### config.mk
export PLATFORM = sky130hd
export DESIGN_NAME = round_robin_task_scheduler_top
export DESIGN_NICKNAME = d
export VERILOG_FILES = /design/src/design/rrts_pkg.sv /design/src/design/rrts_ram.sv /design/src/design/rrts_ctrl.sv /design/src/design/rrts_datapath.sv /design/src/design/round_robin_task_scheduler_top.sv
export SDC_FILE = /design/constraint.sdc
export NUM_CORES = 1
export LEC_CHECK = 0
export ABC_AREA = 1
export BUFFER_PORTS_ARGS = -buffer_cell sky130_fd_sc_hd__buf_2
export CAP_MARGIN = 10
export CORE_AREA = 2 2 256 258
export CTS_CLUSTER_DIAMETER = 120
export CTS_CLUSTER_SIZE = 24
export DETAILED_ROUTE_END_ITERATION = 8
export DIE_AREA = 0 0 258 260
export PLACE_DENSITY_LB_ADDON = 0.05
export SYNTH_ARGS = -nofsm -noshare
export SYNTH_HDL_FRONTEND = slang
export SYNTH_SLANG_ARGS = --single-unit
### constraint.sdc
create_clock -name aclk -period 8 [get_ports aclk]
set_clock_uncertainty 0.15 [all_clocks]
set_input_delay 0.8 -clock aclk [delete_from_list [all_inputs] [get_ports aclk]]
set_output_delay 0.8 -clock aclk [all_outputs]
set_load 0.01 [all_outputs]
### src/design/rrts_pkg.sv
// Package for the round-robin task scheduler: defaults, result status codes,
// register map and the command/status structs between controller and datapath.
// No dependencies.
`timescale 1ns / 1ps
`default_nettype none
package rrts_pkg;

    localparam int DEF_MAX_TASKS  = 16;
    localparam int DEF_BURST_BITS = 16;

    localparam int          QUANTUM_BITS  = 16;
    localparam logic [15:0] QUANTUM_RESET = 16'd10;

    localparam int APB_ADDR_BITS = 3;
    localparam int APB_DATA_BITS = 32;

    // Register index, taken from paddr[2] (registers sit at byte address 4*i).
    localparam logic REG_QUANTUM = 1'b0;

    localparam logic MODE_ADD = 1'b0;
    localparam logic MODE_RUN = 1'b1;

    typedef enum logic [1:0] {
        ST_ADDED    = 2'd0,
        ST_REJECTED = 2'd1,
        ST_RAN      = 2'd2,
        ST_EMPTY    = 2'd3
    } status_t;

    typedef struct packed {
        logic accept;  // latch the input transaction
        logic q_rd;    // read the run queue at the head
        logic b_rd;    // read the burst table at the head task
        logic commit;  // update state and load the output register
    } cmd_t;

    typedef struct packed {
        logic q_empty;
        logic out_free;
    } stat_t;

endpackage
`default_nettype wire

### src/design/rrts_ram.sv
// Generic single-write, single-read RAM with registered read data.
// No dependencies.
`timescale 1ns / 1ps
`default_nettype none
module rrts_ram #(
    parameter int WIDTH = 8,
    parameter int DEPTH = 16
) (
    input  wire logic                     aclk,
    input  wire logic                     wr_en,
    input  wire logic [$clog2(DEPTH)-1:0] wr_addr,
    input  wire logic [WIDTH-1:0]         wr_data,
    input  wire logic                     rd_en,
    input  wire logic [$clog2(DEPTH)-1:0] rd_addr,
    output logic      [WIDTH-1:0]         rd_data
);

    logic [WIDTH-1:0] mem_reg [DEPTH];

    always_ff @(posedge aclk) begin
        if (wr_en) begin
            mem_reg[wr_addr] <= wr_data;
        end
        if (rd_en) begin
            rd_data <= mem_reg[rd_addr];
        end
    end

endmodule
`default_nettype wire

### src/design/rrts_ctrl.sv
// Controller of the round-robin task scheduler: sequences accept, table reads
// and commit. Depends on rrts_pkg.
`timescale 1ns / 1ps
`default_nettype none
module rrts_ctrl (
    input  wire logic           aclk,
    input  wire logic           aresetn,
    input  wire logic           s_valid,
    input  wire logic           s_mode,
    output logic                s_ready,
    input  wire rrts_pkg::stat_t stat,
    output rrts_pkg::cmd_t      cmd
);

    typedef enum logic [1:0] {
        S_IDLE,
        S_READ,
        S_COMMIT
    } state_t;

    state_t state_reg, state_next;

    always_comb begin
        state_next = state_reg;
        cmd        = '0;
        s_ready    = 1'b0;
        case (state_reg)
            S_IDLE: begin
                s_ready  = 1'b1;
                // The head entry is read every idle cycle so that its task
                // number is ready the cycle after a run transaction.
                cmd.q_rd = 1'b1;
                if (s_valid) begin
                    cmd.accept = 1'b1;
                    if (s_mode == rrts_pkg::MODE_RUN && !stat.q_empty) begin
                        state_next = S_READ;
                    end else begin
                        state_next = S_COMMIT;
                    end
                end
            end
            S_READ: begin
                cmd.b_rd   = 1'b1;
                state_next = S_COMMIT;
            end
            S_COMMIT: begin
                if (stat.out_free) begin
                    cmd.commit = 1'b1;
                    state_next = S_IDLE;
                end
            end
            default: begin
                state_next = S_IDLE;
            end
        endcase
    end

    always_ff @(posedge aclk) begin
        if (!aresetn) begin
            state_reg <= S_IDLE;
        end else begin
            state_reg <= state_next;
        end
    end

endmodule
`default_nettype wire

### src/design/rrts_datapath.sv
// Datapath of the round-robin task scheduler: queue pointers, time counter,
// run queue and burst table memories, slice arithmetic and output register.
// Depends on rrts_pkg and rrts_ram.
`timescale 1ns / 1ps
`default_nettype none
module rrts_datapath #(
    parameter int MAX_TASKS  = rrts_pkg::DEF_MAX_TASKS,
    parameter int BURST_BITS = rrts_pkg::DEF_BURST_BITS
) (
    input  wire logic            aclk,
    input  wire logic            aresetn,
    input  wire rrts_pkg::cmd_t  cmd,
    output rrts_pkg::stat_t      stat,
    input  wire logic [15:0]     quantum,
    input  wire logic            s_mode,
    input  wire logic [15:0]     s_burst,
    output logic                 m_valid,
    input  wire logic            m_ready,
    output logic [1:0]           m_status,
    output logic [3:0]           m_task_id,
    output logic [15:0]          m_run_length,
    output logic                 m_finished,
    output logic [31:0]          m_wait_time,
    output logic [31:0]          m_turnaround_time,
    output logic [31:0]          m_elapsed_time
);

    localparam int IDW = $clog2(MAX_TASKS);
    localparam int CW  = $clog2(MAX_TASKS + 1);
    localparam int BB  = BURST_BITS;
    localparam int CMPW = (BURST_BITS > 16) ? BURST_BITS : 16;

    logic [IDW-1:0] head_reg, head_next;
    logic [IDW-1:0] tail_reg, tail_next;
    logic [CW-1:0]  count_reg, count_next;
    logic [CW-1:0]  next_id_reg, next_id_next;
    logic [31:0]    time_reg, time_next;
    logic           mode_reg;
    logic [BB-1:0]  burst_in_reg;

    logic             valid_reg;
    rrts_pkg::status_t status_reg, status_next;
    logic [3:0]       task_id_reg, task_id_next;
    logic [15:0]      run_length_reg, run_length_next;
    logic             finished_reg, finished_next;
    logic [31:0]      wait_reg, wait_next;
    logic [31:0]      tat_reg, tat_next;

    logic           q_wr_en;
    logic [IDW-1:0] q_wr_data;
    logic [IDW-1:0] q_rd_data;
    logic           b_wr_en;
    logic [IDW-1:0] b_wr_addr;
    logic [2*BB-1:0] b_wr_data;
    logic [2*BB-1:0] b_rd_data;

    logic [IDW-1:0] run_id;
    logic [BB-1:0]  rem;
    logic [BB-1:0]  orig;
    logic [15:0]    q_eff;
    logic           done;
    logic [15:0]    slice;
    logic [32:0]    time_sum;
    logic [31:0]    time_sat;
    logic           add_ok;

    rrts_ram #(.WIDTH(IDW), .DEPTH(MAX_TASKS)) u_queue_ram (
        .aclk    (aclk),
        .wr_en   (q_wr_en),
        .wr_addr (tail_reg),
        .wr_data (q_wr_data),
        .rd_en   (cmd.q_rd),
        .rd_addr (head_reg),
        .rd_data (q_rd_data)
    );

    // Each entry holds the original burst above the remaining burst.
    rrts_ram #(.WIDTH(2 * BB), .DEPTH(MAX_TASKS)) u_burst_ram (
        .aclk    (aclk),
        .wr_en   (b_wr_en),
        .wr_addr (b_wr_addr),
        .wr_data (b_wr_data),
        .rd_en   (cmd.b_rd),
        .rd_addr (q_rd_data),
        .rd_data (b_rd_data)
    );

    function automatic logic [IDW-1:0] wrap_inc(input logic [IDW-1:0] p);
        logic [IDW-1:0] r;
        if (p == IDW'(MAX_TASKS - 1)) begin
            r = '0;
        end else begin
            r = p + IDW'(1);
        end
        return r;
    endfunction

    assign run_id = q_rd_data;
    assign rem    = b_rd_data[BB-1:0];
    assign orig   = b_rd_data[2*BB-1:BB];
    assign q_eff  = (quantum == 16'd0) ? 16'd1 : quantum;
    assign done   = !(CMPW'(rem) > CMPW'(q_eff));
    // A finishing slice is at most the quantum, so it fits in 16 bits.
    assign slice  = done ? 16'(rem) : q_eff;
    assign time_sum = {1'b0, time_reg} + {17'd0, slice};
    assign time_sat = time_sum[32] ? 32'hFFFF_FFFF : time_sum[31:0];
    assign add_ok = (count_reg != CW'(MAX_TASKS)) && (next_id_reg != CW'(MAX_TASKS));

    assign stat.q_empty  = (count_reg == '0);
    assign stat.out_free = !valid_reg || m_ready;

    always_comb begin
        head_next       = head_reg;
        tail_next       = tail_reg;
        count_next      = count_reg;
        next_id_next    = next_id_reg;
        time_next       = time_reg;
        q_wr_en         = 1'b0;
        q_wr_data       = run_id;
        b_wr_en         = 1'b0;
        b_wr_addr       = run_id;
        b_wr_data       = {orig, rem - BB'(slice)};
        status_next     = rrts_pkg::ST_EMPTY;
        task_id_next    = '0;
        run_length_next = '0;
        finished_next   = 1'b0;
        wait_next       = '0;
        tat_next        = '0;

        if (mode_reg == rrts_pkg::MODE_ADD) begin
            if (add_ok) begin
                status_next  = rrts_pkg::ST_ADDED;
                task_id_next = 4'(next_id_reg[IDW-1:0]);
                q_wr_en      = cmd.commit;
                q_wr_data    = next_id_reg[IDW-1:0];
                b_wr_en      = cmd.commit;
                b_wr_addr    = next_id_reg[IDW-1:0];
                b_wr_data    = {burst_in_reg, burst_in_reg};
                tail_next    = wrap_inc(tail_reg);
                count_next   = count_reg + CW'(1);
                next_id_next = next_id_reg + CW'(1);
            end else begin
                status_next = rrts_pkg::ST_REJECTED;
            end
        end else if (count_reg != '0) begin
            status_next     = rrts_pkg::ST_RAN;
            task_id_next    = 4'(run_id);
            run_length_next = slice;
            time_next       = time_sat;
            head_next       = wrap_inc(head_reg);
            b_wr_en         = cmd.commit;
            if (done) begin
                b_wr_data     = {orig, {BB{1'b0}}};
                count_next    = count_reg - CW'(1);
                finished_next = 1'b1;
                tat_next      = time_sat;
                wait_next     = (time_sat >= 32'(orig)) ? time_sat - 32'(orig) : 32'd0;
            end else begin
                // Unfinished task goes back to the tail; the count is unchanged.
                q_wr_en   = cmd.commit;
                tail_next = wrap_inc(tail_reg);
            end
        end
    end

    always_ff @(posedge aclk) begin
        if (!aresetn) begin
            head_reg    <= '0;
            tail_reg    <= '0;
            count_reg   <= '0;
            next_id_reg <= '0;
            time_reg    <= '0;
            valid_reg   <= 1'b0;
        end else begin
            if (cmd.commit) begin
                head_reg    <= head_next;
                tail_reg    <= tail_next;
                count_reg   <= count_next;
                next_id_reg <= next_id_next;
                time_reg    <= time_next;
                valid_reg   <= 1'b1;
            end else if (m_ready) begin
                valid_reg <= 1'b0;
            end
        end
    end

    always_ff @(posedge aclk) begin
        if (cmd.accept) begin
            mode_reg     <= s_mode;
            burst_in_reg <= BB'(s_burst);
        end
        if (cmd.commit) begin
            status_reg     <= status_next;
            task_id_reg    <= task_id_next;
            run_length_reg <= run_length_next;
            finished_reg   <= finished_next;
            wait_reg       <= wait_next;
            tat_reg        <= tat_next;
        end
    end

    assign m_valid           = valid_reg;
    assign m_status          = status_reg;
    assign m_task_id         = task_id_reg;
    assign m_run_length      = run_length_reg;
    assign m_finished        = finished_reg;
    assign m_wait_time       = wait_reg;
    assign m_turnaround_time = tat_reg;
    assign m_elapsed_time    = time_reg;

endmodule
`default_nettype wire

### src/design/round_robin_task_scheduler_top.sv
// Top level of the round-robin task scheduler: APB quantum register and the
// controller/datapath pair. Depends on rrts_pkg, rrts_ctrl and rrts_datapath.
//
//  Channel  Direction  Handshake        Payload
//  -------  ---------  ---------------  ------------------------------------------
//  cfg      in         APB psel/penable quantum at byte address 0
//  s_       in         s_valid/s_ready  mode, burst
//  m_       out        m_valid/m_ready  status, task_id, run_length, finished,
//                                       wait_time, turnaround_time, elapsed_time
//
// An add or an empty-queue run moves from acceptance to the commit state; a dispatching
// run passes a burst table read first (queue read, burst table read, commit through
// registered-read memories); the input is ready again the cycle after a commit.
// A transaction is accepted while the previous result waits in the output register;
// its commit stalls, holding the input off, until that result is taken.
// Reset is synchronous and needs no clearing pass; table contents start undefined.
`timescale 1ns / 1ps
`default_nettype none
module round_robin_task_scheduler_top #(
    parameter int MAX_TASKS  = rrts_pkg::DEF_MAX_TASKS,
    parameter int BURST_BITS = rrts_pkg::DEF_BURST_BITS
) (
    input  wire logic                               aclk,
    input  wire logic                               aresetn,
    input  wire logic                               psel,
    input  wire logic                               penable,
    input  wire logic                               pwrite,
    input  wire logic [rrts_pkg::APB_ADDR_BITS-1:0] paddr,
    input  wire logic [rrts_pkg::APB_DATA_BITS-1:0] pwdata,
    output logic      [rrts_pkg::APB_DATA_BITS-1:0] prdata,
    output logic                                    pready,
    input  wire logic                               s_valid,
    output logic                                    s_ready,
    input  wire logic                               s_mode,
    input  wire logic [15:0]                        s_burst,
    output logic                                    m_valid,
    input  wire logic                               m_ready,
    output logic [1:0]                              m_status,
    output logic [3:0]                              m_task_id,
    output logic [15:0]                             m_run_length,
    output logic                                    m_finished,
    output logic [31:0]                             m_wait_time,
    output logic [31:0]                             m_turnaround_time,
    output logic [31:0]                             m_elapsed_time
);

    logic [rrts_pkg::QUANTUM_BITS-1:0] quantum_reg;
    rrts_pkg::cmd_t                    cmd;
    rrts_pkg::stat_t                   stat;

    assign pready = 1'b1;

    always_ff @(posedge aclk) begin
        if (!aresetn) begin
            quantum_reg <= rrts_pkg::QUANTUM_RESET;
        end else if (psel && penable && pwrite && paddr[2] == rrts_pkg::REG_QUANTUM) begin
            quantum_reg <= pwdata[rrts_pkg::QUANTUM_BITS-1:0];
        end
    end

    always_comb begin
        prdata = '0;
        if (paddr[2] == rrts_pkg::REG_QUANTUM) begin
            prdata = rrts_pkg::APB_DATA_BITS'(quantum_reg);
        end
    end

    rrts_ctrl u_ctrl (
        .aclk    (aclk),
        .aresetn (aresetn),
        .s_valid (s_valid),
        .s_mode  (s_mode),
        .s_ready (s_ready),
        .stat    (stat),
        .cmd     (cmd)
    );

    rrts_datapath #(
        .MAX_TASKS  (MAX_TASKS),
        .BURST_BITS (BURST_BITS)
    ) u_datapath (
        .aclk              (aclk),
        .aresetn           (aresetn),
        .cmd               (cmd),
        .stat              (stat),
        .quantum           (quantum_reg),
        .s_mode            (s_mode),
        .s_burst           (s_burst),
        .m_valid           (m_valid),
        .m_ready           (m_ready),
        .m_status          (m_status),
        .m_task_id         (m_task_id),
        .m_run_length      (m_run_length),
        .m_finished        (m_finished),
        .m_wait_time       (m_wait_time),
        .m_turnaround_time (m_turnaround_time),
        .m_elapsed_time    (m_elapsed_time)
    );

endmodule
`default_nettype wire

======== Yosys cells after proc, flatten, opt, wreduce, memory -nomap -nowiden ========
Memory sizes are Yosys's and may differ from the RTL's. A register that Yosys moved wholly into a read port is not among the register bits.
Index checks and enable logic that the tools add are counted.
cells by class
  shifts and indexed selects .............. 0
  bitwise logic cells ..................... 4
  eq/ne operators ......................... 11
  magnitude comparators ................... 2
  $mul .................................... 0
  add/sub/neg operators ................... 8
  multiplexer cells ....................... 49
  div/mod/pow operators ................... 0
  reduce and logical (&&, ||, !) cells .... 22
operator list
  operator                                          count
  2-to-1 mux 32 bit                                 3
  2-to-1 mux 16 bit                                 5
  2-to-1 mux 4 bit                                  11
  adder 32 x 16 -> 33 bit                           1
  greater-or-equal comparator 32 x 16 -> 1 bit      1
  subtractor 32 x 16 -> 32 bit                      1
  2-to-1 mux 1 bit                                  20
  2-to-1 mux 5 bit                                  4
  greater-than comparator 16 bit                    1
  zero test 16 bit                                  1
  subtractor 16 bit                                 1
  adder 5 x 1 -> 5 bit, second input constant       2
  2-to-1 mux 2 bit                                  5
  != test 2 bit, second input constant              5
  != test 5 bit, second input constant              2
  adder 4 x 1 -> 4 bit, second input constant       2
  == test 4 bit, second input constant              2
  AND reduction 4 bit                               2
  case mux 2 bit (3 select lines)                   1
  AND reduction 3 bit                               2
  logical AND 1 bit                                 5
  zero test 5 bit                                   1
  nonzero test 5 bit                                1
  subtractor 5 x 1 -> 5 bit, second input constant  1
  10 further kinds                                  16
word-level totals
  output and inout port bits .............. 154
  bits in writable memories ............... 576
  flip-flop bits (word level) ............. 173
  latch bits .............................. 0
  memory bits (read-only) ................. 0
  memories kept ........................... 2
memory list
  name                            words  width  rd ports  clocked after Yosys merged registers in  write ports  line            RTL
  u_datapath.u_burst_ram.mem_reg  16     32     1         1                                        1            rrts_ram.sv:18  logic [WIDTH-1:0] mem_reg [DEPTH];
  u_datapath.u_queue_ram.mem_reg  16     4      1         1                                        1            rrts_ram.sv:18

======== Logic depth before layout (Yosys ltp) ========
  depth in word-level cells ............... 9
  gate-level depth with buffers ........... 44
  depth with buffers taken out ............ 43

======== Modules after synthesis ========
Synthesis repeated with hierarchy kept, for this count alone.
unflattened totals
  cells, all modules ...................... 4,010
  area, all modules ....................... 37,796.2 um^2
by module, submodules not included
  module                              instances  cells each  area each (um^2)
  rrts_ram at u_datapath.u_burst_ram  1          2,120       23,050.9
  rrts_datapath                       1          1,419       10,565.1
  rrts_ram at u_datapath.u_queue_ram  1          290         3,006.6
  round_robin_task_scheduler_top      1          158         1,046.0
  rrts_ctrl                           1          23          127.6

======== Worst setup path before layout ========
OpenSTA, ideal clock, no wires.
  kind .................................... reg2reg
  from .................................... register quantum_reg[7] (netlist bit)
  to ...................................... register u_datapath.wait_reg[21], in the netlist u_datapath.m_wait_time[21] (data pin)
  clock period less this slack ............ 5.889 ns
  slack ................................... 2.111 ns
  stages on the path, launching flop included .. 41
  data arrival time ....................... 5.479 ns
  data required time ...................... 7.591 ns
  library setup time ...................... 0.259 ns
  cell sequence ........................... dfxtp_1 inv_1 nand4_1 o41ai_1 ha_1 inv_1 a21oi_1 o21ai_0 nand2_1 o211ai_1 nand2_1 o2111ai_1 nand2_1 clkbuf_1 nor2_1 a21oi_1 inv_1 ha_1 [... 5 more ...] a21oi_1 buf_4 nor2_1 ha_1 inv_1 fa_1 nand3_1 nand3_1 nand2_1 nand2_1 a21oi_1 o21a_1 nand2_1 nor3_1 nand3b_2 nand2_4 buf_6 a21oi_2
between the ends
  longest elaborated chain between the ends .. 9
  elaborated cells between the ends (all ways) .. 10
ends and longest elaborated chain
  item                                          line                                  RTL
  start: declaration                            round_robin_task_scheduler_top.sv:47  logic [rrts_pkg::QUANTUM_BITS-1:0] quantum_reg;
  start signal: assignment                      round_robin_task_scheduler_top.sv:55  quantum_reg <= rrts_pkg::QUANTUM_RESET;
  start signal: assignment                      round_robin_task_scheduler_top.sv:57  quantum_reg <= pwdata[rrts_pkg::QUANTUM_BITS-1:0];
  zero test 16 bit                              rrts_datapath.sv:101                  assign q_eff = (quantum == 16'd0) ? 16'd1 : quantum;
  2-to-1 mux 16 bit (*)                         rrts_datapath.sv:101
  greater-than comparator 16 bit                rrts_datapath.sv:102                  assign done = !(CMPW'(rem) > CMPW'(q_eff));
  2-to-1 mux 16 bit (*)                         rrts_datapath.sv:104                  assign slice = done ? 16'(rem) : q_eff;
  named net u_datapath.slice[15]                rrts_datapath.sv:62                   logic [15:0] slice;
  adder 32 x 16 -> 33 bit (*)                   rrts_datapath.sv:105                  assign time_sum = {1'b0, time_reg} + {17'd0, slice};
  2-to-1 mux 32 bit (*)                         rrts_datapath.sv:106                  assign time_sat = time_sum[32] ? 32'hFFFF_FFFF : time_sum[31:0];
  greater-or-equal comparator 32 x 16 -> 1 bit  rrts_datapath.sv:157                  wait_next = (time_sat >= 32'(orig)) ? time_sat - 32'(orig) : 32'd0;
  inverter 1 bit (no line)                      -
  OR reduction 4 bit (no line)                  -
  end signal: assignment                        rrts_datapath.sv:198                  wait_reg <= wait_next;
  end: declaration                              rrts_datapath.sv:46                   logic [31:0] wait_reg, wait_next;
The timed path passes the listed nets; every way through them passes the cells marked *.
A chain may end at the register's enable or synchronous reset.

======== Worst setup path in the final report ========
  from .................................... register quantum_reg[15] (netlist bit)
  to ...................................... register u_datapath.wait_reg[23], in the netlist u_datapath.m_wait_time[23] (data pin)
between the ends
  longest elaborated chain between the ends .. 9
  elaborated cells between the ends (all ways) .. 10
ends and longest elaborated chain
  item                                          line                  RTL
  zero test 16 bit                              rrts_datapath.sv:101
  2-to-1 mux 16 bit (*)                         rrts_datapath.sv:101
  greater-than comparator 16 bit                rrts_datapath.sv:102
  2-to-1 mux 16 bit (*)                         rrts_datapath.sv:104
  named net u_datapath.slice[0]                 rrts_datapath.sv:62
  adder 32 x 16 -> 33 bit (*)                   rrts_datapath.sv:105
  2-to-1 mux 32 bit (*)                         rrts_datapath.sv:106
  named net u_datapath.time_sat[2]              rrts_datapath.sv:64   logic [31:0] time_sat;
  greater-or-equal comparator 32 x 16 -> 1 bit  rrts_datapath.sv:157
  inverter 1 bit (no line)                      -
  OR reduction 4 bit (no line)                  -
Marks and branches as above.

==> results.py <==
metrics = {
    "clock_tree": {
        "h-tree-depth": 2,
        "cts_sinks": 785,
        "cts_setup_buffers": 0,
        "worstSkewPairLatency_ns": 0.61,
        "cts.path.max_buffers": 3,
        "root_buffer": "clkbuf_16",
        "tritoncts": "yes",
        "numCtsBuffers": 38,
        "clk_pin_slew_ns": 0.11,
    },
    "detailed_routing": {
        "routed_wl_um": 94800,
        "drc": 0,
        "wl_per_cell_um": 22.9,
        "viasPerCell": 5.90,
        "first_iter_violations": 2892,
        "vias": 24500,
        "drtPass1Iterations": 6,
        "ant_nets": 0,
    },
    "global_route": {
        "grt_pass1_vias": 23400,
        "antenna_found_initial": 2,
        "grt_pass1_wl_um": 141000,
        "grt_max_degree": 130,
        "grt_overflow": 0,
        "grtUsageTotal": 0.279,
    },
    "min_path": {
        "hold_path.class": "primary input to register",
    },
    "cells_and_area": {
        "fin_nets": 3415,
        "drive_gt1_frac": 0.117,
        "largest_reg_flops": 512,
        "syn_to_final_growth_pct": 8.54,
    },
    "yosys": {
        "netlist_area_mm2": 0.0349,
        "synth_top_family_by_area": "simple AND/OR/NAND/NOR gates",
        "syn_inst": 3153,
        "synth_seq_cells": 785,
        "synth_fa_ha_area_frac": 0.0284,
        "synthSimpleGateAreaFrac": 0.132,
        "synth_edf_count": 716,
        "syn_area_per_cell_um2": 11.1,
        "synth_flop_cell": "edfxtp_1",
        "synth_xor_area_frac": 0.0118,
        "synthDistinctLibCells": 55,
        "synth_async_sr_flop_share": 0,
        "synth_compound_area_frac": 0.121,
        "synthMuxAreaShare": 0.00143,
        "yosysWarnings": 0,
        "ys_seq_area_frac": 0.655,
    },
    "pwr": {
        "leakagePower_nw": 14.1,
        "comb_power_share": 0.182,
        "power.switching_w": 0.00241,
        "ir_drop_uv": 163,
        "p_int_w": 0.00602,
        "power_density_mw_per_mm2": 222,
        "pwr-share-clk": 0.255,
        "seqPwrFrac": 0.563,
        "power.share.switching": 0.286,
    },
    "setup_path": {
        "cpPeakStageDelay_ns": 0.57,
        "reg2reg_from": "quantum_reg[15]",
        "endpoint": "u_datapath.m_wait_time[23]",
        "critPathMostFrequentCell": "inv_1",
        "crit_arrival_ns": 7.53,
        "startpoint": "quantum_reg[15]",
        "endpoint_kind": "register",
        "worst_setup_path_start_kind": "register",
        "cp.required_ns": 8.21,
        "crit_fanout": 15,
        "cp_slowest_cell": "o41ai_1",
        "r2r_end": "u_datapath.m_wait_time[23]",
        "critical_path_class": "register to register",
        "rr_worst_depth": 40,
        "rrSetupSlack_ns": 0.69,
    },
    "floorplanning": {
        "start_util": 0.545,
        "rows": 93,
        "die_w_um": 258,
        "io_pins": 213,
        "die_height_um": 260,
        "fp.dieArea_mm2": 0.0671,
        "coreArea_mm2": 0.0641,
    },
    "timing": {
        "finalHoldViolCount": 0,
        "setup_tns_ns": 0,
        "drv_slew": 0,
        "layout_min_cycle_time_ns": 7.31,
        "finalCritPeriodShare": 0.914,
        "max_clock_freq_mhz": 137,
        "worst_pin_slew_ns": 1.12,
        "rsz0062_at_grt": "no",
        "slew_headroom": 0.251,
        "setup_viol": 0,
        "whs_ns": 0.219,
    },
    "flow_run": {
        "cap_violations": 0,
    },
    "place": {
        "dp_hpwl_um": 59400,
        "io_buffers": 177,
        "gp_congestion": 0.941,
    },
    "outcome": {
        "run_status": "complete, no violations",
    },
}
cell type report:
cell class	count	area, µm²
repair buffers	242	1390
clock inverters	3	41.3
inverters	270	1020
multi-input cells	1942	10500
clock buffers	51	1020
diodes	1	2.50
fillers	5345	26200
well taps	855	1070
flip-flops and latches	785	22900
power by group through the flow:
| stage | Combinational [W] | Clock (W) | Sequential, W |
|---|---|---|---|
| 2_1_floorplan | 0.000973 | 0 | 0.00484 |
| 3_3_place_gp | 0.00148 | 0 | 0.00484 |
| 3_5_place_dp | 0.00152 | 0 | 0.00484 |
| 4_1_cts | 0.00152 | 0.00219 | 0.00474 |
| 5_1_grt | 0.00168 | 0.00232 | 0.00475 |
| 6_report | 0.00153 | 0.00215 | 0.00474 |
how the worst min path moves through the flow:
stage	slack (ns)	to	cells past startpoint	startpoint
final	0.22	u_datapath.burst_in_reg[0]	1	s_burst[0]
after global routing	0.20	u_datapath.burst_in_reg[2]	1	s_burst[2]
after CTS	0.19	u_datapath.burst_in_reg[0]	1	s_burst[0]
after detailed placement	0.32	u_datapath.next_id_reg[4]	2	u_datapath.next_id_reg[4]
after global placement	0.30	u_datapath.next_id_reg[4]	2	u_datapath.next_id_reg[4]
after floorplan	0.29	u_datapath.next_id_reg[4]	2	u_datapath.next_id_reg[4]
placed cells by master, fill, tap and decap left out, types with 16 or more instances in the layout:
cell / n
edfxtp_1: 716
nor2_1: 460
nand2_1: 375
o21ai_0: 368
inv_1: 259
buf_2: 177
nand3_1: 138
o221ai_1: 110
a21oi_1: 97
ha_1: 73
dfxtp_1: 69
buf_4: 64
o211ai_1: 43
clkbuf_16: 39
o22ai_1: 34
xor2_1: 31
nor2_4: 24
nor2_2: 24
nand4_1: 19
conb_1: 17
xnor2_1: 16
routing by layer:
layer  wire length [µm]  track usage
met1              40900        0.399
met2              44100        0.453
met3               7380       0.0359
met4               2440       0.0796
met5                  0            0
synthesized netlist by cell type, types with 8 or more instances:
master / n / share of area
o22ai_1: 34 / 0.0061
o211ai_1: 43 / 0.0092
xnor2_1: 16 / 0.0040
buf_1: 8 / 0.00086
xor2_1: 31 / 0.0078
ha_1: 73 / 0.026
nor2_1: 478 / 0.051
o32ai_1: 11 / 0.0028
nor2_2: 23 / 0.0041
edfxtp_1: 716 / 0.62
nand4_1: 19 / 0.0034
o221ai_1: 110 / 0.028
a21oi_2: 13 / 0.0033
nor3_1: 14 / 0.0020
buf_4: 18 / 0.0039
nand2_1: 376 / 0.040
a21oi_1: 97 / 0.014
clkbuf_1: 140 / 0.015
nand3_1: 139 / 0.020
dfxtp_1: 69 / 0.040
inv_1: 263 / 0.028
nand2_2: 12 / 0.0021
o21ai_0: 373 / 0.053
critical path: cells and delay by family (launching register included):
family | cells | cell delay, ns
AND/OR/NAND/NOR | 17 | 2.10
flip-flops | 1 | 0.33
buffers and inverters | 9 | 0.99
AO/OA/AOI/OAI | 9 | 2.06
XOR/XNOR | 1 | 0.24
adder cells (fa/ha/maj) | 4 | 1.17
per-stage QoR:
| step | power (W) | utilization | std cells | cell area, µm² | setup slack [ns] |
|---|---|---|---|---|---|
| 2_1_floorplan | 0.00582 | - | 3168 | 35000 | 2.11 |
| 3_3_place_gp | 0.00631 | 0.575 | 4094 | 36900 | 0.633 |
| 3_5_place_dp | 0.00636 | 0.575 | 4094 | 36900 | 0.569 |
| 4_1_cts | 0.00845 | 0.591 | 4148 | 37900 | 0.519 |
| 5_1_grt | 0.00876 | 0.592 | 4148 | 37900 | 0.00443 |
| 6_report | 0.00842 | 0.592 | 4149 | 37900 | 0.687 |
kinds of logic after synthesis:
family                   count (synthesis)
buffers and inverters                  441
AO/OA/AOI/OAI                          700
adder cells (fa/ha/maj)                 77
multiplexers                             5
XOR/XNOR                                47
other                                    2
AND/OR/NAND/NOR                       1096
flip-flops                             785
what timing repair did:
| item | CTS | global route |
|---|---|---|
| setup endpoints to repair | 0 | 32 |
| hold buffers | 0 | 0 |
| gates resized for setup | 0 | 2 |
Power figures use the tool's default switching activity.
